==> config.mk <==
export PLATFORM = sky130hd
export DESIGN_NAME = a64lsu_front
export DESIGN_NICKNAME = d
export VERILOG_FILES = /design/src/design/a64lsu_pkg.sv /design/src/design/a64lsu_front.sv
export SDC_FILE = /design/constraint.sdc
export NUM_CORES = 1
export LEC_CHECK = 0
export BUFFER_PORTS_ARGS = -buffer_cell sky130_fd_sc_hd__buf_2
export CORE_AREA = 2 2 166 168
export DETAILED_ROUTE_END_ITERATION = 8
export DIE_AREA = 0 0 168 170
export PLACE_DENSITY = 0.63
export RECOVER_POWER = 50
export SYNTH_ARGS = -nofsm -noshare
export SYNTH_HDL_FRONTEND = slang
export SYNTH_SLANG_ARGS = --single-unit
==> constraint.sdc <==
create_clock -name vclk -period 6.7
set_clock_uncertainty 0.1 [all_clocks]
set_input_delay 0.335 -clock vclk [all_inputs]
set_output_delay 0.335 -clock vclk [all_outputs]
set_load 0.01 [all_outputs]
==> src/design/a64lsu_pkg.sv <==
// shared types and constants for the load/store unit
package a64lsu_pkg;

    // memory depth in 32-bit words, a power of two
    localparam int MEM_WORDS = 4096;
    localparam int IDX_W     = $clog2(MEM_WORDS);

    // instruction word fields
    localparam int RT_LSB     = 0;
    localparam int XN_LSB     = 5;
    localparam int IMM12_LSB  = 10;
    localparam int LOAD_BIT   = 22;
    localparam int UOFF_BIT   = 24;
    localparam int XFORM_BIT  = 30;
    // bits inside imm12
    localparam int REGOFF_BIT = 11;
    localparam int PRE_BIT    = 1;
    localparam int IMM9_LSB   = 2;

    // decoded operation handed from front to back
    typedef struct packed {
        logic             is_load;
        logic             is_x;
        logic [1:0]       lane;
        logic [1:0]       last_word;
        logic [IDX_W-1:0] word_idx;
        logic [95:0]      st_data;
        logic [11:0]      st_mask;
        logic [4:0]       dest;
        logic             wb_valid;
        logic [4:0]       wb_reg;
        logic [63:0]      wb_value;
    } op_t;

endpackage

==> src/design/a64lsu_front.sv <==
// front end: decode, address generation and store lane alignment
module a64lsu_front (
    input  logic [31:0]       instruction,
    input  logic [63:0]       base_value,
    input  logic [63:0]       offset_value,
    input  logic [63:0]       store_value,
    output a64lsu_pkg::op_t   op
);
    import a64lsu_pkg::*;

    logic [4:0]  rt;
    logic [4:0]  xn;
    logic [11:0] imm12;
    logic        is_load;
    logic        is_uoff;
    logic        is_x;
    logic        is_regoff;
    logic        is_pre;
    logic [63:0] simm9;
    logic [63:0] scaled;
    logic [63:0] operand;
    logic [63:0] sum;
    logic [63:0] addr;
    logic [1:0]  lane;
    logic [3:0]  end_byte;
    logic [11:0] base_mask;

    always_comb
    begin
        rt        = instruction[RT_LSB +: 5];
        xn        = instruction[XN_LSB +: 5];
        imm12     = instruction[IMM12_LSB +: 12];
        is_load   = instruction[LOAD_BIT];
        is_uoff   = instruction[UOFF_BIT];
        is_x      = instruction[XFORM_BIT];
        is_regoff = imm12[REGOFF_BIT];
        is_pre    = imm12[PRE_BIT];

        simm9  = {{55{imm12[IMM9_LSB+8]}}, imm12[IMM9_LSB +: 9]};
        scaled = is_x ? {49'b0, imm12, 3'b0} : {50'b0, imm12, 2'b0};

        // one adder serves all four modes
        if (is_uoff)
        begin
            operand = scaled;
        end
        else if (is_regoff)
        begin
            operand = offset_value;
        end
        else
        begin
            operand = simm9;
        end
        sum  = base_value + operand;
        addr = (!is_uoff && !is_regoff && !is_pre) ? base_value : sum;

        lane      = addr[1:0];
        end_byte  = {2'b0, lane} + (is_x ? 4'd7 : 4'd3);
        base_mask = is_x ? 12'h0ff : 12'h00f;

        op.is_load   = is_load;
        op.is_x      = is_x;
        op.lane      = lane;
        op.last_word = end_byte[3:2];
        op.word_idx  = addr[IDX_W+1:2];
        op.st_data   = {32'b0, store_value} << {lane, 3'b0};
        op.st_mask   = base_mask << lane;
        op.dest      = is_load ? rt : 5'd0;
        op.wb_valid  = !is_uoff && !is_regoff;
        op.wb_reg    = (!is_uoff && !is_regoff) ? xn : 5'd0;
        op.wb_value  = (!is_uoff && !is_regoff) ? sum : 64'd0;
    end

endmodule

* Word-level counts from Yosys, hierarchy flattened
Index checks and enable logic that the tools add are counted.
** Storage, ports and cells
- Register bits :: 0
- Input port bits :: 224
** Operators by class
- $add $sub $neg :: 2
- Shift-type cells :: 2
- Reduce and logical (&&, ||, !) cells :: 5
- Mux-type cells :: 9
** Operators by type and width (number)
- $mux W64 :: 3
- $shl A64 B5 Y96 :: 1
- $add A64 B64 Y64 :: 1
- $mux W15 :: 1
- $mux W14 :: 1
- $shl A8 B2 Y12 :: 1
- $mux W5 :: 2
- $mux W8 :: 1
- $add A2 B3 Y4 :: 1
- $logic_not A1 Y1 :: 3
- $mux W3 :: 1
- $logic_and A1 B1 Y1 :: 2

* Logic depth before layout (Yosys ltp)
Gate-level depths: netlist (run 1).
- Depth after elaboration :: 5
- Mapped depth :: 16
- Gate-level depth less buffers :: 14

* Worst setup path before layout (run 1)
No wires, ideal clock.
- Path type :: input-to-output
- From :: input instruction[21]
- To :: output op[32] (netlist name)
- Arrival time :: 3.770 ns
- Stages on the path :: 16
- Path buffers :: 2
- Slack :: 2.495 ns
- Cells stage by stage :: clkbuf_1 clkbuf_1 mux2i_1 nor2_1 ha_1 inv_1 fa_1 and2b_1 o2111ai_1 a2111oi_0 nor2_1 a21oi_1 nor2_1 o21a_1 o311ai_0 mux2i_1
** RTL lines
- from (decl) :: line a64lsu_front.sv:3 : input logic [31:0] instruction,
- to (decl) :: line a64lsu_front.sv:7 : output a64lsu_pkg::op_t op

==> results of run 1 <==
-- layer usage --
layer / track usage [%] / up-vias / part of all wire, %
li1: - / 4630 / -
met1: 29.3 / 4335 / 48
met2: 34.7 / 342 / 46
met3: 1.30 / 18 / 5.5
met4: 1.85 / 0 / 0.97
met5: 0 / - / 0
-- cell usage in the layout, fill, tap and decap left out, types with 20 or more instances in the layout --
| cell type | synthesis | routed |
|---|---|---|
| xnor2_1 | 27 | 27 |
| and2_1 | 22 | 21 |
| clkbuf_1 | 55 | 88 |
| o21ai_0 | 84 | 84 |
| a21oi_1 | 145 | 145 |
| nor2_1 | 113 | 113 |
| nor3_1 | 20 | 20 |
| mux2i_1 | 116 | 115 |
| ha_1 | 63 | 63 |
| nand2_1 | 145 | 145 |
| xor2_1 | 20 | 20 |
| buf_2 | 7 | 322 |
| and3_1 | 23 | 23 |
| inv_1 | 27 | 28 |
-- where the power goes --
part / total (W) / internal, W / switching [W]
Combinational: 0.00104 / 0.000401 / 0.000642
Sequential: 0 / 0 / 0
Clock: 0.0000000000604 / 0.0000000000604 / 0
-- logic make-up after synthesis --
family,Yosys count,share of synthesized area [%]
xor+xnor,47,5.99
fa+ha+maj,64,11.8
other cells,2,0.109
mux,118,17.3
simple gates,408,27.7
buf+inv,115,7.39
compound gates,342,29.8
-- worst max-delay path, cell delays in order --
cell and delay, ns:
buf_2 0.63, or2_2 0.24, clkbuf_1 2.02, nor2_1 0.12
a21boi_0 0.37, buf_4 0.33, inv_1 0.09, nor2_1 0.45
nand2_1 0.17, o21ai_0 0.12, clkbuf_1 0.18
-- path summary, 6_finish.rpt --
kind	from	to	slack, ns	depth (start not counted)
min	instruction[22]	op[200]	0.81	2
max	instruction[21]	op[107]	1.14	11
-- stage by stage --
stage | instances | setup slack, ns | area, um^2 | util (%)
floorplan | 1104 | 2.50 | 6900 | -
CTS | 1776 | 1.33 | 9060 | 34.0
finish | 1779 | 1.14 | 8950 | 33.6
global placement | 1776 | 1.33 | 9060 | 34.0
global route | 1778 | 0.516 | 8950 | 33.6
detailed placement | 1776 | 1.36 | 9060 | 34.0
-- layout make-up --
| cell class | instances | area share (%) |
|---|---|---|
| inverters | 28 | 1.17 |
| multi-input cells | 989 | 71.6 |
| well taps | 341 | 4.77 |
| diodes | 3 | 0.0839 |
| repair buffers | 418 | 22.4 |
==> results_dict.tcl, run 1 <==
set metrics [dict create \
    dp_hpwl_um 26900 \
    io_pins 425 \
    leakage_nw 4.44 \
    syn_avg_cell_area_um2 6.27 \
    viasPerCell 5.24 \
    cts_resized 0 \
    detail-route-antenna-nets 0 \
    setup_viol 0 \
    drive_above_1_share_pct 24.0 \
    grt_pass1_wl_um 47300 \
    grt_pass1_vias 8519 \
    max_freq_ghz 0.180 \
    synth_area_leaders "mux2i_1 (17%), ha_1 (11%), a21oi_1 (11%)" \
    fp.dieH_um 170 \
    post_cts_buffers 0 \
    finalSetupTns_ns 0 \
    antenna_found_initial 3 \
    die_w_um 168 \
    fillerInstances 3012 \
    yosysSeqAreaShare_pct 0 \
    status "complete, but fails checks" \
    drv_slew 58 \
    yosysTopAreaCell "mux2i_1" \
    nets 1725 \
    fin_crit_sh_pct 83.0 \
    port_buffers 407 \
    crit_type "in2out" \
    nFlopsAndLatches 0 \
    num_vias 9325 \
    track_usage_pct 20.4 \
    clock_buffers 0 \
    power_density_mw_per_mm2 117 \
    worst_pin_slew_ns 2.86 \
    grt_overflow 0 \
    drt-pass1-iter-count 7 \
    hold_ws_ns 0.813 \
    seq_area_um2 0 \
    drt_iter0_markers 599 \
    period_needed_ns 5.56 \
    hold_path.class "in2out" \
    synthTopCellsByCount "a21oi_1 (145), nand2_1 (145), mux2i_1 (116), nor2_1 (113), o21ai_0 (84)" \
    synth_top_area_share_pct 16.9 \
    grt_max_degree 66 \
    syn2layout_area_growth_pct 30.2 \
    slew_headroom_pct -90.5 \
    crit_arrival_ns 5.13 \
    rows 60 \
    vdd_drop_max_mv 0.0750 \
    syn_area_mm2 0.00687 \
    finalHoldViolations 0 \
    wirelength_um 32000 \
    violations "max-capacitance violations, max-slew violations" \
    synth_warnings 0 \
    p_total_w 0.00104 \
    cts_hold_buf 0 \
    syn_inst 1096 \
    cap_viol_max_count 1 \
    required_ns 6.26 \
    multiInputGateArea_mm2 0.00641 \
    core_area_mm2 0.0267 \
    synth_cell_types 66 \
    end_kind "output pin" \
    rsz0062_at_grt "no" \
    worstPathMaxFanout 57 \
    gp_congestion 0.948 \
    drc 0 \
    wl_per_cell_um 18.0 \
    start_util_pct 25.8 \
    die_area_mm2 0.0286 \
    start_kind "input port" \
]
Note: power is estimated with default switching activity, not from simulation.
==> run 2, diff against run 1 <==
Settings changed: CORE_AREA 2 2 166 168 to 2 2 163 165, DIE_AREA 0 0 168 170 to 0 0 165 167, PLACE_DENSITY 0.63 to 0.64.
Clock period 6.7 ns to 5.2 ns, I/O delays scaled along.
==> run 2 against run 1 <==
Against the previous run: the run still ends with max-capacitance violations, max-slew violations left; non-clock buffer count grew 12; global-route usage grew 0.89 points; setup slack lost 0.78 ns; first-iteration DRC count shrank 0.33%; largest cell class unchanged; highest routed layer is now met5.
==> results_dict.tcl, run 2 (synthesis gave the netlist of run 1 again) <==
set metrics [dict create \
    die_area_mm2 0.0276 \
    final_common_cell "buf_2" \
    detail-route-antenna-nets 0 \
    worstPathMaxFanout 12 \
    start_kind "input port" \
    post_cts_buffers 0 \
    port_buffers 407 \
    drt-pass1-iter-count 5 \
    crit_arrival_ns 4.49 \
    place_inst 1782 \
    worst_pin_slew_ns 1.50 \
    wirelength_um 32200 \
    rsz0062_at_grt "no" \
    status "complete, but fails checks" \
    power_density_mw_per_mm2 149 \
    nets 1737 \
    setup_viol 0 \
    drc 0 \
    syn2layout_area_growth_pct 31.6 \
    end_kind "output pin" \
    rows 59 \
    grt_pass1_vias 8538 \
    hold_path.class "in2out" \
    seq_area_um2 0 \
    violations "max-capacitance violations, max-slew violations" \
    dp_hpwl_um 27300 \
    startpoint "instruction[21]" \
    crit_type "in2out" \
    drt_iter0_markers 597 \
    slew_headroom_pct -0.262 \
    num_vias 9455 \
    finalHoldViolations 0 \
    drv_slew 50 \
    fin_crit_sh_pct 93.2 \
    wl_per_cell_um 18.0 \
    cap_viol_max_count 1 \
    io_pins 425 \
    stdcell_count 1787 \
    core_area_mm2 0.0258 \
    grt_pass1_wl_um 47000 \
    cts_resized 0 \
    period_needed_ns 4.85 \
    required_ns 4.84 \
    final_cell_mix "buf_2 (328), nand2_1 (145), a21oi_1 (145)" \
    cts_hold_buf 0 \
    drive_above_1_share_pct 25.1 \
    clock_buffers 0 \
    grt_overflow 0 \
    fp.dieH_um 167 \
    finalSetupTns_ns 0 \
    hold_start "instruction[22]" \
    vdd_drop_max_mv 0.0812 \
    fillerInstances 2917 \
    max_freq_ghz 0.206 \
    start_util_pct 26.7 \
    gp_congestion 0.953 \
    track_usage_pct 21.3 \
    die_w_um 165 \
    antenna_found_initial 11 \
    leakage_nw 4.53 \
    viasPerCell 5.29 \
    nFlopsAndLatches 0 \
    grt_max_degree 59 \
]
## run 2: where the power goes
part	leakage, nW	internal, W	total, W	switching [W]
clock	0.0000317	0.000000000130	0.000000000130	0
sequential	0	0	0	0
combinational	4.53	0.000524	0.00135	0.000824
total	4.53	0.000524	0.00135	0.000824
## run 2: worst max-delay path: stages
cell and delay (ns):
buf_2 0.25, mux2i_1 0.14, nor2_1 0.11, ha_1 0.19
inv_1 0.06, fa_1 0.39, and2b_1 0.23, o2111ai_1 0.15
a2111oi_0 0.68, buf_4 0.23, o2111ai_1 0.19, a311oi_2 0.35
nor2_1 0.20, o41ai_4 0.37, a221oi_1 0.16, mux2i_1 0.30
buf_2 0.20
## run 2: cell type report
cell class                      count  area [um^2]  area share (%)
Timing Repair Buffer              430         2110            23.3
Antenna cell                        5         12.5           0.138
Tap cell                          335          419            4.63
Multi-Input combinational cell    989         6400            70.7
Inverter                           28          105            1.16
## run 2: layer usage
layer	vias to the layer above	share of wire (%)	GRT usage, %
met5	-	0.17	0
met4	8	1.8	3.89
met3	42	6.6	2.19
met2	386	46	35.1
met1	4364	45	30.0
li1	4655	-	-
## run 2: path summary, 6_finish.rpt
check,endpoint,cells past startpoint
worst max-delay path,op[62],17
worst min-delay path,op[200],2
## run 2: per-stage QoR
step	utilization, %	hold slack (ns)	area, um^2	setup WS (ns)	total power (W)
floorplan	-	0.512	6900	1.15	0.000863
global placement	35.6	0.653	9160	0.335	0.00135
detailed placement	35.6	0.666	9160	0.382	0.00136
CTS	35.6	0.667	9160	0.350	0.00136
global route	35.1	0.683	9040	0.0352	0.00147
finish	35.1	0.665	9040	0.355	0.00135
