[config.mk]
export PLATFORM = sky130hd
export DESIGN_NAME = a64lsu_fifo
export DESIGN_NICKNAME = d
export VERILOG_FILES = /design/src/design/a64lsu_pkg.sv /design/src/design/a64lsu_fifo.sv
export SDC_FILE = /design/constraint.sdc
export NUM_CORES = 1
export LEC_CHECK = 0
export BUFFER_PORTS_ARGS = -buffer_cell sky130_fd_sc_hd__buf_2
export CELL_PAD_IN_SITES_DETAIL_PLACEMENT = 1
export CELL_PAD_IN_SITES_GLOBAL_PLACEMENT = 1
export CORE_MARGIN = 3
export CORE_UTILIZATION = 47
export CTS_CLUSTER_SIZE = 14
export DETAILED_ROUTE_END_ITERATION = 12
export PLACE_DENSITY_LB_ADDON = 0.3
export SLEW_MARGIN = 30
export SYNTH_ARGS = -nofsm -noshare
export SYNTH_HDL_FRONTEND = slang
export SYNTH_SLANG_ARGS = --single-unit
[constraint.sdc]
create_clock -name clk -period 21.1 [get_ports clk]
set_clock_uncertainty 0.1 [all_clocks]
set_input_delay 3.165 -clock clk [delete_from_list [all_inputs] [get_ports clk]]
set_output_delay 3.165 -clock clk [all_outputs]
set_load 0.01 [all_outputs]
[src/design/a64lsu_pkg.sv]
// shared types and constants for the load/store unit
package a64lsu_pkg;

    // memory depth in 32-bit words, a power of two
    localparam int MEM_WORDS = 4096;
    localparam int IDX_W     = $clog2(MEM_WORDS);

    // instruction word fields
    localparam int RT_LSB     = 0;
    localparam int XN_LSB     = 5;
    localparam int IMM12_LSB  = 10;
    localparam int LOAD_BIT   = 22;
    localparam int UOFF_BIT   = 24;
    localparam int XFORM_BIT  = 30;
    // bits inside imm12
    localparam int REGOFF_BIT = 11;
    localparam int PRE_BIT    = 1;
    localparam int IMM9_LSB   = 2;

    // decoded operation handed from front to back
    typedef struct packed {
        logic             is_load;
        logic             is_x;
        logic [1:0]       lane;
        logic [1:0]       last_word;
        logic [IDX_W-1:0] word_idx;
        logic [95:0]      st_data;
        logic [11:0]      st_mask;
        logic [4:0]       dest;
        logic             wb_valid;
        logic [4:0]       wb_reg;
        logic [63:0]      wb_value;
    } op_t;

endpackage

[src/design/a64lsu_fifo.sv]
// two-entry queue of decoded operations between front and back
module a64lsu_fifo (
    input  logic              clk,
    input  logic              rst_n,
    input  logic              push,
    input  a64lsu_pkg::op_t   din,
    output logic              full,
    input  logic              pop,
    output a64lsu_pkg::op_t   dout,
    output logic              empty
);
    import a64lsu_pkg::*;

    op_t        entry_reg [2];
    logic       wr_ptr_reg;
    logic       wr_ptr_next;
    logic       rd_ptr_reg;
    logic       rd_ptr_next;
    logic [1:0] count_reg;
    logic [1:0] count_next;
    logic       do_push;
    logic       do_pop;

    assign full    = (count_reg == 2'd2);
    assign empty   = (count_reg == 2'd0);
    assign do_push = push && !full;
    assign do_pop  = pop && !empty;
    assign dout    = entry_reg[rd_ptr_reg];

    always_comb
    begin
        wr_ptr_next = do_push ? !wr_ptr_reg : wr_ptr_reg;
        rd_ptr_next = do_pop ? !rd_ptr_reg : rd_ptr_reg;
        count_next  = count_reg;
        if (do_push && !do_pop)
        begin
            count_next = count_reg + 2'd1;
        end
        else if (do_pop && !do_push)
        begin
            count_next = count_reg - 2'd1;
        end
    end

    always_ff @(posedge clk)
    begin
        if (do_push)
        begin
            entry_reg[wr_ptr_reg] <= din;
        end
    end

    always_ff @(posedge clk or negedge rst_n)
    begin
        if (!rst_n)
        begin
            wr_ptr_reg <= 1'b0;
            rd_ptr_reg <= 1'b0;
            count_reg  <= 2'd0;
        end
        else
        begin
            wr_ptr_reg <= wr_ptr_next;
            rd_ptr_reg <= rd_ptr_next;
            count_reg  <= count_next;
        end
    end

endmodule

=== After elaboration in Yosys (flattened, before gate mapping) ===
Memories as Yosys holds them, arrays and structs flattened.
Index checks and enable logic that the tools add are counted.
W data, S select, Z words.

* Memory bits (writable): 402
* Memories kept: 1
* Register bits: 4
* Bits of input ports: 205

{| class="wikitable"
|+ Memories
! name !! depth !! bits a word !! read ports !! clocked after Yosys merged registers in !! write ports !! line !! source
|-
| entry_reg || 2 || 201 || 1 || 0 || 1 || a64lsu_fifo.sv:14 || <nowiki>op_t entry_reg [2];</nowiki>
|}

* Reduce and logical (&&, ||, !) cells: 12
* Multiplexer cells: 4
* Add/subtract/negate cells: 2
* Equal/unequal tests: 1

{| class="wikitable"
|+ Operator list
! kind !! number
|-
| $logic_not A1 Y1 || 6
|-
| $logic_and A1 B1 Y1 || 4
|-
| $mux W2 || 2
|-
| $add A2 B1 Y2 const B || 1
|-
| $eq A2 B2 Y1 const B || 1
|-
| $logic_not A2 Y1 || 1
|-
| $mux W1 || 2
|-
| $reduce_bool A2 Y1 || 1
|-
| $sub A2 B1 Y2 const B || 1
|}

=== Depth between registers and ports, before layout ===
Gate-level depths: netlist (run 1).

* Depth in word-level cells: 7
* Gate-level depth with buffers: 7
* Gate-level depth less buffers: 7

=== Least setup slack after synthesis (run 1) ===
Ideal clock, no wire load.

* Path type: input -> register
* Start point: in push
* End point: mem entry_reg[0][0] (netlist name) (enable)
* Cell stages on the path: 2
* Buffers on the path: 0
* Setup time: 0.765 ns
* Data arrival time: 11.587 ns
* Slack: 8.648 ns
* Cells stage by stage: nand2_1 > nor2_1

* Longest elaborated chain between the ends: 3

{| class="wikitable"
|+ Ends and longest elaborated chain
! element !! line !! source
|-
| from (decl) || a64lsu_fifo.sv:5 || <nowiki>input logic push,</nowiki>
|-
| $logic_and A1 B1 Y1 || a64lsu_fifo.sv:26 || <nowiki>assign do_push = push && !full;</nowiki>
|-
| $mux W1 || a64lsu_fifo.sv:47 || <nowiki>if (do_push)</nowiki>
|-
| $mux W1 (not written as such) || a64lsu_fifo.sv:49 || <nowiki>entry_reg[wr_ptr_reg] <= din;</nowiki>
|-
| to (decl) || a64lsu_fifo.sv:14 ||
|}

No other way between the ends.

==> report_table.html, run 1 <==
<table>
<tr><th>Metric</th><th>Value</th></tr>
<tr><th colspan="2">Run status</th></tr>
<tr><td>Status</td><td>complete, no violations</td></tr>
<tr><th colspan="2">Synthesis</th></tr>
<tr><td>Synthesized net count</td><td>850</td></tr>
<tr><td>Count of yosys warnings during synthesis</td><td>0</td></tr>
<tr><td>Count of different cell masters after synthesis</td><td>15</td></tr>
<tr><td>Post-synthesis cell area</td><td>14700 sq um</td></tr>
<tr><td>Mean instance size in the synthesized netlist</td><td>22.9 sq um</td></tr>
<tr><td>Flop and latch count out of synthesis</td><td>406</td></tr>
<tr><td>Instance count of the mapped netlist</td><td>644</td></tr>
<tr><td>Seq/Total Area, Yosys</td><td>82.7%</td></tr>
<tr><th colspan="2">Worst setup path</th></tr>
<tr><td>Cell type of the slowest stage on the worst timing path</td><td>sky130_fd_sc_hd__dfrtp_4</td></tr>
<tr><td>Critical-path cell list</td><td>buf_12 -&gt; buf_4 -&gt; mux2_2 -&gt; buf_2</td></tr>
<tr><td>Top delay family on crit path</td><td>buffers and inverters</td></tr>
<tr><td>Peak fanout along the critical path</td><td>70</td></tr>
<tr><td>Largest incremental delay on the critical path</td><td>0.81 ns</td></tr>
<tr><td>Type of the worst setup path</td><td>flip-flop to output pin</td></tr>
<tr><td>Data arrival time of the critical path</td><td>3.05 ns</td></tr>
<tr><td>Crit path required time</td><td>17.83 ns</td></tr>
<tr><td>Critical path endpoint category</td><td>output pin</td></tr>
<tr><td>Critical path launch point type</td><td>flip-flop</td></tr>
<tr><td>Worst Path Buf+Inv</td><td>3</td></tr>
<tr><th colspan="2">Routing</th></tr>
<tr><td>Post-DR wirelength/cell</td><td>23.1 microns</td></tr>
<tr><td>DRC violation count after routing</td><td>0</td></tr>
<tr><td>First-pass iteration count of the detailed router</td><td>4</td></tr>
<tr><td>Sum of routed wire length over all layers</td><td>35.0 mm</td></tr>
<tr><td>Number of design-rule violations left by the first detailed-router iteration</td><td>423</td></tr>
<tr><td>Overall via count from detail_route</td><td>7709</td></tr>
<tr><td>Remaining antenna violation count after routing</td><td>0</td></tr>
<tr><td>Avg Vias per Cell</td><td>5.08</td></tr>
<tr><th colspan="2">Global routing</th></tr>
<tr><td>Overflow left after global routing</td><td>0</td></tr>
<tr><td>Global-route usage over all layers</td><td>19.9%</td></tr>
<tr><td>Wire length of the first global-routing pass</td><td>50.2 mm</td></tr>
<tr><td>Antenna violations before repair</td><td>17</td></tr>
<tr><td>Largest net degree at the start of global routing</td><td>73</td></tr>
<tr><td>Via count of the first global-routing pass</td><td>8592</td></tr>
<tr><th colspan="2">Pwr</th></tr>
<tr><td>IR drop worst, VDD</td><td>0.126 mV</td></tr>
<tr><td>Total power per unit cell area</td><td>140 nW/um^2</td></tr>
<tr><td>Leakage dissipation</td><td>0.00686 uW</td></tr>
<tr><th colspan="2">Timing</th></tr>
<tr><td>Number of slew-limit violations in the final report</td><td>0</td></tr>
<tr><td>Slew HR</td><td>36.9%</td></tr>
<tr><td>Endpoints failing setup</td><td>0</td></tr>
<tr><td>Max Fclk</td><td>0.158 GHz</td></tr>
<tr><td>Post-Route Setup TNS</td><td>0 ns</td></tr>
<tr><td>Final setup slack of the worst path</td><td>14.79 ns</td></tr>
<tr><td>Final worst path period share</td><td>29.9%</td></tr>
<tr><td>Worst Tran Pin Value</td><td>0.946 ns</td></tr>
<tr><td>Final critical-path required period</td><td>6.31 ns</td></tr>
<tr><td>Worst slack on hold paths</td><td>0.472 ns</td></tr>
<tr><td>RSZ-0062 raised after global routing</td><td>false</td></tr>
<tr><td>Number of failing hold endpoints at the final stage</td><td>0</td></tr>
<tr><th colspan="2">Run</th></tr>
<tr><td>Max Cap Viol</td><td>0</td></tr>
<tr><th colspan="2">CTS</th></tr>
<tr><td>Total setup buffers inserted after CTS</td><td>0</td></tr>
<tr><td>Buffer depth of the longest clock path</td><td>3</td></tr>
<tr><td>Number of gates resized after cts</td><td>0</td></tr>
<tr><td>CTS Buf Count</td><td>42</td></tr>
<tr><td>Number of hold-repair buffers added at the cts stage</td><td>0</td></tr>
<tr><td>Insertion delay of the later-clocked pin in the worst-skew pair</td><td>0.52 ns</td></tr>
<tr><td>Clock transition at path regs</td><td>0.06 ns</td></tr>
<tr><td>CTS Root Buffer Type</td><td>sky130_fd_sc_hd__clkbuf_16</td></tr>
<tr><td>H-Tree Depth</td><td>2</td></tr>
<tr><td>Clock tree from TritonCTS</td><td>done</td></tr>
<tr><td>Number of sinks handled by clock tree synthesis</td><td>406</td></tr>
<tr><th colspan="2">Floorplan</th></tr>
<tr><td>Placement Rows</td><td>64</td></tr>
<tr><td>Top-Level Pins</td><td>408</td></tr>
<tr><td>Floorplan core area</td><td>30700 sq um</td></tr>
<tr><td>Vertical die dimension</td><td>183 microns</td></tr>
<tr><td>Die width</td><td>183 microns</td></tr>
<tr><td>Initial core utilization</td><td>47.9%</td></tr>
<tr><td>Die Footprint</td><td>33500 sq um</td></tr>
<tr><th colspan="2">Cells and area</th></tr>
<tr><td>Number of flip-flops in the largest register</td><td>402</td></tr>
<tr><td>Area overhead of the layout relative to synthesis</td><td>25.0%</td></tr>
<tr><td>Number of standard cells in the final layout excluding fillers</td><td>1518</td></tr>
<tr><td>End-of-flow core utilization</td><td>59.9%</td></tr>
<tr><td>Share of layout cells above drive strength 1</td><td>60.1%</td></tr>
<tr><td>Layout net count</td><td>1288</td></tr>
<tr><td>Number of fill cells</td><td>2823</td></tr>
<tr><th colspan="2">Placed design</th></tr>
<tr><td>Number of I/O port buffers</td><td>407</td></tr>
<tr><td>Setup Slack @ Placement</td><td>15.19 ns</td></tr>
<tr><td>Detailed-placement wirelength estimate</td><td>23.8 mm</td></tr>
<tr><td>Routability cong.</td><td>0.742</td></tr>
<tr><td>Instance count after placement with tap cells included</td><td>1434</td></tr>
<tr><th colspan="2">Min path</th></tr>
<tr><td>Worst min-delay path category</td><td>flip-flop to flip-flop</td></tr>
</table>
## final cells by class
cell class | instances | area, sq um | share of cell area [%]
Timing Repair Buffer | 416 | 2140 | 11.6
Sequential cell | 406 | 12200 | 66.1
Clock buffer | 63 | 1150 | 6.25
Multi-Input combinational cell | 214 | 2360 | 12.8
Tap cell | 396 | 495 | 2.69
Clock inverter | 12 | 58.8 | 0.319
Inverter | 2 | 7.51 | 0.0408
Antenna cell | 9 | 22.5 | 0.122
## layer usage
layer	global-route usage (%)	part of all wire [%]	wire length (microns)	vias to the layer above
met1	21.8	35	12300	3835
met5	0	0.29	102	-
met3	7.08	8.5	2970	84
met2	35.8	53	18500	315
li1	-	-	-	3459
met4	7.16	3.2	1120	16
## cells in the final DEF, fill, tap and decap left out, types with 2 or more instances in the layout
cell type and count:
sky130_fd_sc_hd__buf_12 2, sky130_fd_sc_hd__buf_2 407, sky130_fd_sc_hd__buf_4 5, sky130_fd_sc_hd__buf_6 2, sky130_fd_sc_hd__clkbuf_1 20, sky130_fd_sc_hd__clkbuf_16 43
sky130_fd_sc_hd__clkinv_1 6, sky130_fd_sc_hd__clkinv_2 4, sky130_fd_sc_hd__dfrtp_1 3, sky130_fd_sc_hd__diode_2 9, sky130_fd_sc_hd__edfxtp_1 402, sky130_fd_sc_hd__inv_1 2
sky130_fd_sc_hd__mux2_2 201, sky130_fd_sc_hd__nor2_1 2, sky130_fd_sc_hd__xnor2_1 3, sky130_fd_sc_hd__xor2_1 2
## where the power goes
part	leakage, uW	internal (uW)	switching, uW
logic	0.00250	329	426
clock network	0.000583	376	284
registers	0.00378	1100	60.2
total	0.00686	1810	771
## kinds of logic after synthesis
logic type | synth area share, %
flip-flops | 82.7
XOR/XNOR | 0.297
buffers and inverters | 1.37
AO/OA/AOI/OAI | 0.0340
AND/OR/NAND/NOR | 0.187
multiplexers | 15.4
adder cells (fa/ha/maj) | 0.0850
## Yosys cell counts
| cell | n | area, sq um |
|---|---|---|
| sky130_fd_sc_hd__o21ai_0 | 1 | 5.00 |
| sky130_fd_sc_hd__edfxtp_1 | 402 | 12100 |
| sky130_fd_sc_hd__and3_1 | 1 | 6.26 |
| sky130_fd_sc_hd__nand2b_1 | 1 | 6.26 |
| sky130_fd_sc_hd__ha_1 | 1 | 12.5 |
| sky130_fd_sc_hd__buf_2 | 2 | 10.0 |
| sky130_fd_sc_hd__buf_4 | 11 | 82.6 |
| sky130_fd_sc_hd__inv_1 | 2 | 7.51 |
| sky130_fd_sc_hd__nor2_1 | 3 | 11.3 |
| sky130_fd_sc_hd__mux2_2 | 201 | 2260 |
| sky130_fd_sc_hd__xnor2_1 | 3 | 26.3 |
| sky130_fd_sc_hd__nand2_1 | 1 | 3.75 |
| sky130_fd_sc_hd__dfrtp_1 | 4 | 100 |
| sky130_fd_sc_hd__buf_6 | 9 | 101 |
| sky130_fd_sc_hd__xor2_1 | 2 | 17.5 |
## worst reg2reg max path: stages (launching register included)
cell,delay (ns)
sky130_fd_sc_hd__dfrtp_1,0.44
sky130_fd_sc_hd__nand2b_1,0.22
sky130_fd_sc_hd__nand2_1,0.17
sky130_fd_sc_hd__nor2_4,0.45
sky130_fd_sc_hd__buf_4,0.66
sky130_fd_sc_hd__buf_4,0.88
## final timing paths
check	start	end	slack (ns)	cells after the start
min	count_reg[0]	count_reg[0]	0.47	1
max	rd_ptr_reg	dout[155]	14.79	4
max in group asynchronous	rst_n	rd_ptr_reg	18.40	1
min in group asynchronous	rst_n	wr_ptr_reg	2.35	1
max reg2reg	count_reg[0]	entry_reg[0][81]	17.77	5
min reg2reg	count_reg[0]	count_reg[0]	0.47	1
## through the flow
step / cell area (sq um) / total power, uW
final: 18400 / 2580
after global routing: 18400 / 2710
after CTS: 18400 / 2610
after detailed placement: 17200 / 1940
after global placement: 17100 / 1910
after floorplan: 14700 / 1690
Note: power is estimated with default switching activity, not from simulation.
==> inputs of run 2 (changes only) <==
ABC_AREA = 1   (was default)
CORE_UTILIZATION = 38   (was 47)
clock period = 5.48 ns   (was 21.1 ns; I/O delays follow)
==> report_table.html, run 2 <==
<table>
<tr><th>Metric</th><th>Value</th></tr>
<tr><th colspan="2">Worst setup path</th></tr>
<tr><td>Critical path endpoint category</td><td>output pin</td></tr>
<tr><td>Peak fanout along the critical path</td><td>79</td></tr>
<tr><td>Largest incremental delay on the critical path</td><td>0.70 ns</td></tr>
<tr><td>Data arrival time of the critical path</td><td>2.77 ns</td></tr>
<tr><td>Type of the worst setup path</td><td>flip-flop to output pin</td></tr>
<tr><td>Crit path required time</td><td>4.56 ns</td></tr>
<tr><td>Critical path launch point type</td><td>flip-flop</td></tr>
<tr><td>Cell repeated most along the worst path</td><td>sky130_fd_sc_hd__nand2_1</td></tr>
<tr><td>Critical-path cell list</td><td>inv_6 -&gt; buf_4 -&gt; nand2_1 -&gt; nand2_1 -&gt; buf_2</td></tr>
<tr><td>Cell type of the slowest stage on the worst timing path</td><td>sky130_fd_sc_hd__dfrtp_4</td></tr>
<tr><th colspan="2">Placed design</th></tr>
<tr><td>Detailed-placement wirelength estimate</td><td>25.6 mm</td></tr>
<tr><td>Cell area after placement</td><td>17400 sq um</td></tr>
<tr><td>Routability cong.</td><td>0.795</td></tr>
<tr><td>Number of I/O port buffers</td><td>407</td></tr>
<tr><th colspan="2">Timing</th></tr>
<tr><td>RSZ-0062 raised after global routing</td><td>false</td></tr>
<tr><td>Number of slew-limit violations in the final report</td><td>0</td></tr>
<tr><td>Number of failing hold endpoints at the final stage</td><td>0</td></tr>
<tr><td>Slew HR</td><td>43.7%</td></tr>
<tr><td>Worst Tran Pin Value</td><td>0.843 ns</td></tr>
<tr><td>Post-Route Setup TNS</td><td>0 ns</td></tr>
<tr><td>Final critical-path required period</td><td>3.69 ns</td></tr>
<tr><td>Max Fclk</td><td>0.271 GHz</td></tr>
<tr><td>Final worst path period share</td><td>67.4%</td></tr>
<tr><td>Endpoints failing setup</td><td>0</td></tr>
<tr><th colspan="2">Routing</th></tr>
<tr><td>Post-DR wirelength/cell</td><td>19.2 microns</td></tr>
<tr><td>Sum of routed wire length over all layers</td><td>39.3 mm</td></tr>
<tr><td>First-pass iteration count of the detailed router</td><td>5</td></tr>
<tr><td>Number of design-rule violations left by the first detailed-router iteration</td><td>532</td></tr>
<tr><td>Overall via count from detail_route</td><td>9603</td></tr>
<tr><td>Avg Vias per Cell</td><td>4.69</td></tr>
<tr><td>Remaining antenna violation count after routing</td><td>0</td></tr>
<tr><td>DRC violation count after routing</td><td>0</td></tr>
<tr><th colspan="2">Cells and area</th></tr>
<tr><td>Share of layout cells above drive strength 1</td><td>31.4%</td></tr>
<tr><td>Most frequent cells in the layout</td><td>sky130_fd_sc_hd__nand2_1, sky130_fd_sc_hd__buf_2, sky130_fd_sc_hd__edfxtp_1</td></tr>
<tr><td>Layout net count</td><td>1705</td></tr>
<tr><td>Finished Cell Area</td><td>18800 sq um</td></tr>
<tr><td>Number of fill cells</td><td>4070</td></tr>
<tr><td>Sequential Area</td><td>12200 sq um</td></tr>
<tr><td>Area overhead of the layout relative to synthesis</td><td>25.8%</td></tr>
<tr><td>Area of the multi-input gates</td><td>2370 sq um</td></tr>
<tr><td>Most common cell after layout, fill and taps aside</td><td>sky130_fd_sc_hd__nand2_1</td></tr>
<tr><td>Number of flip-flops in the largest register</td><td>402</td></tr>
<tr><th colspan="2">Synthesis</th></tr>
<tr><td>Count of different cell masters after synthesis</td><td>15</td></tr>
<tr><td>Number of enable-type register cells in the synthesized netlist</td><td>402</td></tr>
<tr><td>Leading post-synthesis cells by instance count</td><td>sky130_fd_sc_hd__nand2_1, sky130_fd_sc_hd__edfxtp_1, sky130_fd_sc_hd__buf_2, sky130_fd_sc_hd__buf_6, sky130_fd_sc_hd__inv_1</td></tr>
<tr><td>Largest cells by area after synthesis</td><td>sky130_fd_sc_hd__edfxtp_1, sky130_fd_sc_hd__nand2_1, sky130_fd_sc_hd__buf_6</td></tr>
<tr><td>Most instantiated library cell after synthesis</td><td>sky130_fd_sc_hd__nand2_1</td></tr>
<tr><td>Mean instance size in the synthesized netlist</td><td>13.8 sq um</td></tr>
<tr><td>Share of synthesized registers carrying an async set or reset</td><td>0.985%</td></tr>
<tr><td>Count of yosys warnings during synthesis</td><td>0</td></tr>
<tr><td>Post-synthesis cell area</td><td>14900 sq um</td></tr>
<tr><td>Cell type with the largest total area after synthesis</td><td>sky130_fd_sc_hd__edfxtp_1</td></tr>
<tr><td>Seq/Total Area, Yosys</td><td>81.6%</td></tr>
<tr><td>Instance count of the mapped netlist</td><td>1082</td></tr>
<tr><td>Main flop type after synthesis</td><td>sky130_fd_sc_hd__edfxtp_1</td></tr>
<tr><td>Share of Yosys cell area claimed by the top area cell type</td><td>80.9%</td></tr>
<tr><td>Synthesized net count</td><td>1288</td></tr>
<tr><td>Flop and latch count out of synthesis</td><td>406</td></tr>
<tr><th colspan="2">Floorplan</th></tr>
<tr><td>Initial core utilization</td><td>39.1%</td></tr>
<tr><td>Placement Rows</td><td>71</td></tr>
<tr><td>Floorplan core area</td><td>38200 sq um</td></tr>
<tr><td>Die Footprint</td><td>41700 sq um</td></tr>
<tr><td>Die width</td><td>204 microns</td></tr>
<tr><td>Vertical die dimension</td><td>204 microns</td></tr>
<tr><td>Top-Level Pins</td><td>408</td></tr>
<tr><th colspan="2">CTS</th></tr>
<tr><td>Number of sinks handled by clock tree synthesis</td><td>406</td></tr>
<tr><td>CTS Buf Count</td><td>43</td></tr>
<tr><td>Buffer depth of the longest clock path</td><td>3</td></tr>
<tr><td>H-Tree Depth</td><td>2</td></tr>
<tr><td>Clock transition at path regs</td><td>0.07 ns</td></tr>
<tr><td>Clock tree from TritonCTS</td><td>done</td></tr>
<tr><td>Insertion delay of the later-clocked pin in the worst-skew pair</td><td>0.54 ns</td></tr>
<tr><td>Number of gates resized after cts</td><td>0</td></tr>
<tr><td>CTS Root Buffer Type</td><td>sky130_fd_sc_hd__clkbuf_16</td></tr>
<tr><th colspan="2">Pwr</th></tr>
<tr><td>Clock Power Share</td><td>27.0%</td></tr>
<tr><td>Portion of total power attributed to combinational logic</td><td>30.6%</td></tr>
<tr><td>Cell-internal power</td><td>6900 uW</td></tr>
<tr><td>Sequential power share</td><td>42.4%</td></tr>
<tr><td>Switching power summed over all nets</td><td>3620 uW</td></tr>
<tr><td>Leakage dissipation</td><td>0.00802 uW</td></tr>
<tr><td>Switching power as a share of total power</td><td>34.4%</td></tr>
<tr><td>Total power per unit cell area</td><td>560 nW/um^2</td></tr>
<tr><td>IR drop worst, VDD</td><td>0.363 mV</td></tr>
<tr><th colspan="2">Global routing</th></tr>
<tr><td>Wire length of the first global-routing pass</td><td>58.8 mm</td></tr>
<tr><td>Via count of the first global-routing pass</td><td>10.5k</td></tr>
<tr><td>Largest net degree at the start of global routing</td><td>107</td></tr>
<tr><td>Busiest layer in global routing</td><td>met2</td></tr>
<tr><td>Overflow left after global routing</td><td>0</td></tr>
<tr><td>Global-route usage over all layers</td><td>18.4%</td></tr>
<tr><td>Grt met3 use</td><td>7.06%</td></tr>
<tr><td>Met1 usage in global routing</td><td>21.5%</td></tr>
<tr><td>Antenna violations before repair</td><td>12</td></tr>
<tr><td>GR Util met2</td><td>31.2%</td></tr>
<tr><th colspan="2">Run status</th></tr>
<tr><td>Status</td><td>complete, no violations</td></tr>
<tr><th colspan="2">Run</th></tr>
<tr><td>Max Cap Viol</td><td>0</td></tr>
<tr><th colspan="2">Min path</th></tr>
<tr><td>Worst min-delay path category</td><td>input port to flip-flop</td></tr>
</table>
==> run 2: per-layer routing <==
layer | part of all wire, % | vias up
met1 | 38 | 4663
met5 | 0.23 | -
met3 | 9.8 | 75
met4 | 2.6 | 14
met2 | 49 | 353
li1 | - | 4498
==> run 2: cell type report <==
| type | count | area share (%) |
|---|---|---|
| diodes | 6 | 0.0800 |
| flip-flops and latches | 406 | 64.9 |
| well taps | 511 | 3.41 |
| inverters | 8 | 0.207 |
| repair buffers | 417 | 11.5 |
| multi-input cells | 623 | 12.6 |
| clock inverters | 25 | 1.15 |
| clock buffers | 52 | 6.14 |
==> run 2: power groups by stage <==
stage	registers (uW)	clock network, uW	logic (uW)
2_1_floorplan	4490	0	1960
5_1_grt	4530	3030	3600
3_5_place_dp	4520	0	3290
3_3_place_gp	4490	0	3220
6_report	4460	2840	3220
4_1_cts	4470	2920	3320
==> run 2: repair_timing <==
action                                 CTS  global route
setup buffers                            0             0
endpoints found under the hold margin    4             0
hold buffers                             1             0
==> run 2: worst max-delay path, delay by kind of cell (launching register included) <==
family / cells / cell delay [ns]
DFF: 1 / 0.70
and+or+nand+nor: 2 / 0.21
buffers and inverters: 3 / 1.18
==> run 2: per-stage QoR <==
step	total power [uW]	hold WS (ns)	util [%]	setup slack, ns	cells
after floorplan	6450	0.350	-	0.978	1082
after global placement	7710	0.363	45.5	2.31	1964
after detailed placement	7810	0.390	45.5	2.35	1964
after CTS	10700	0.307	49.1	1.71	2042
after global routing	11200	0.322	49.1	1.57	2044
final	10500	0.350	49.1	1.79	2048
==> run 2: path summary, 6_finish.rpt <==
path	from	cells past startpoint	slack (ns)	to
hold reg to reg	wr_ptr_reg	2	0.41	wr_ptr_reg
hold / removal	din[139]	1	0.35	entry_reg[1][139]
min in group asynchronous	rst_n	2	0.53	wr_ptr_reg
max in group asynchronous	rst_n	2	4.61	rd_ptr_reg
setup reg to reg	count_reg[0]	5	2.83	entry_reg[0][71]
setup / recovery	rd_ptr_reg	5	1.79	dout[116]
==> run 2: logic make-up after synthesis <==
family / Yosys count / share of synthesized area [%]
buffers and inverters: 53 / 2.62
AO/OA/AOI/OAI: 2 / 0.0671
adder cells (fa/ha/maj): 1 / 0.0838
XOR/XNOR: 1 / 0.0587
flip-flops: 406 / 81.6
AND/OR/NAND/NOR: 619 / 15.6
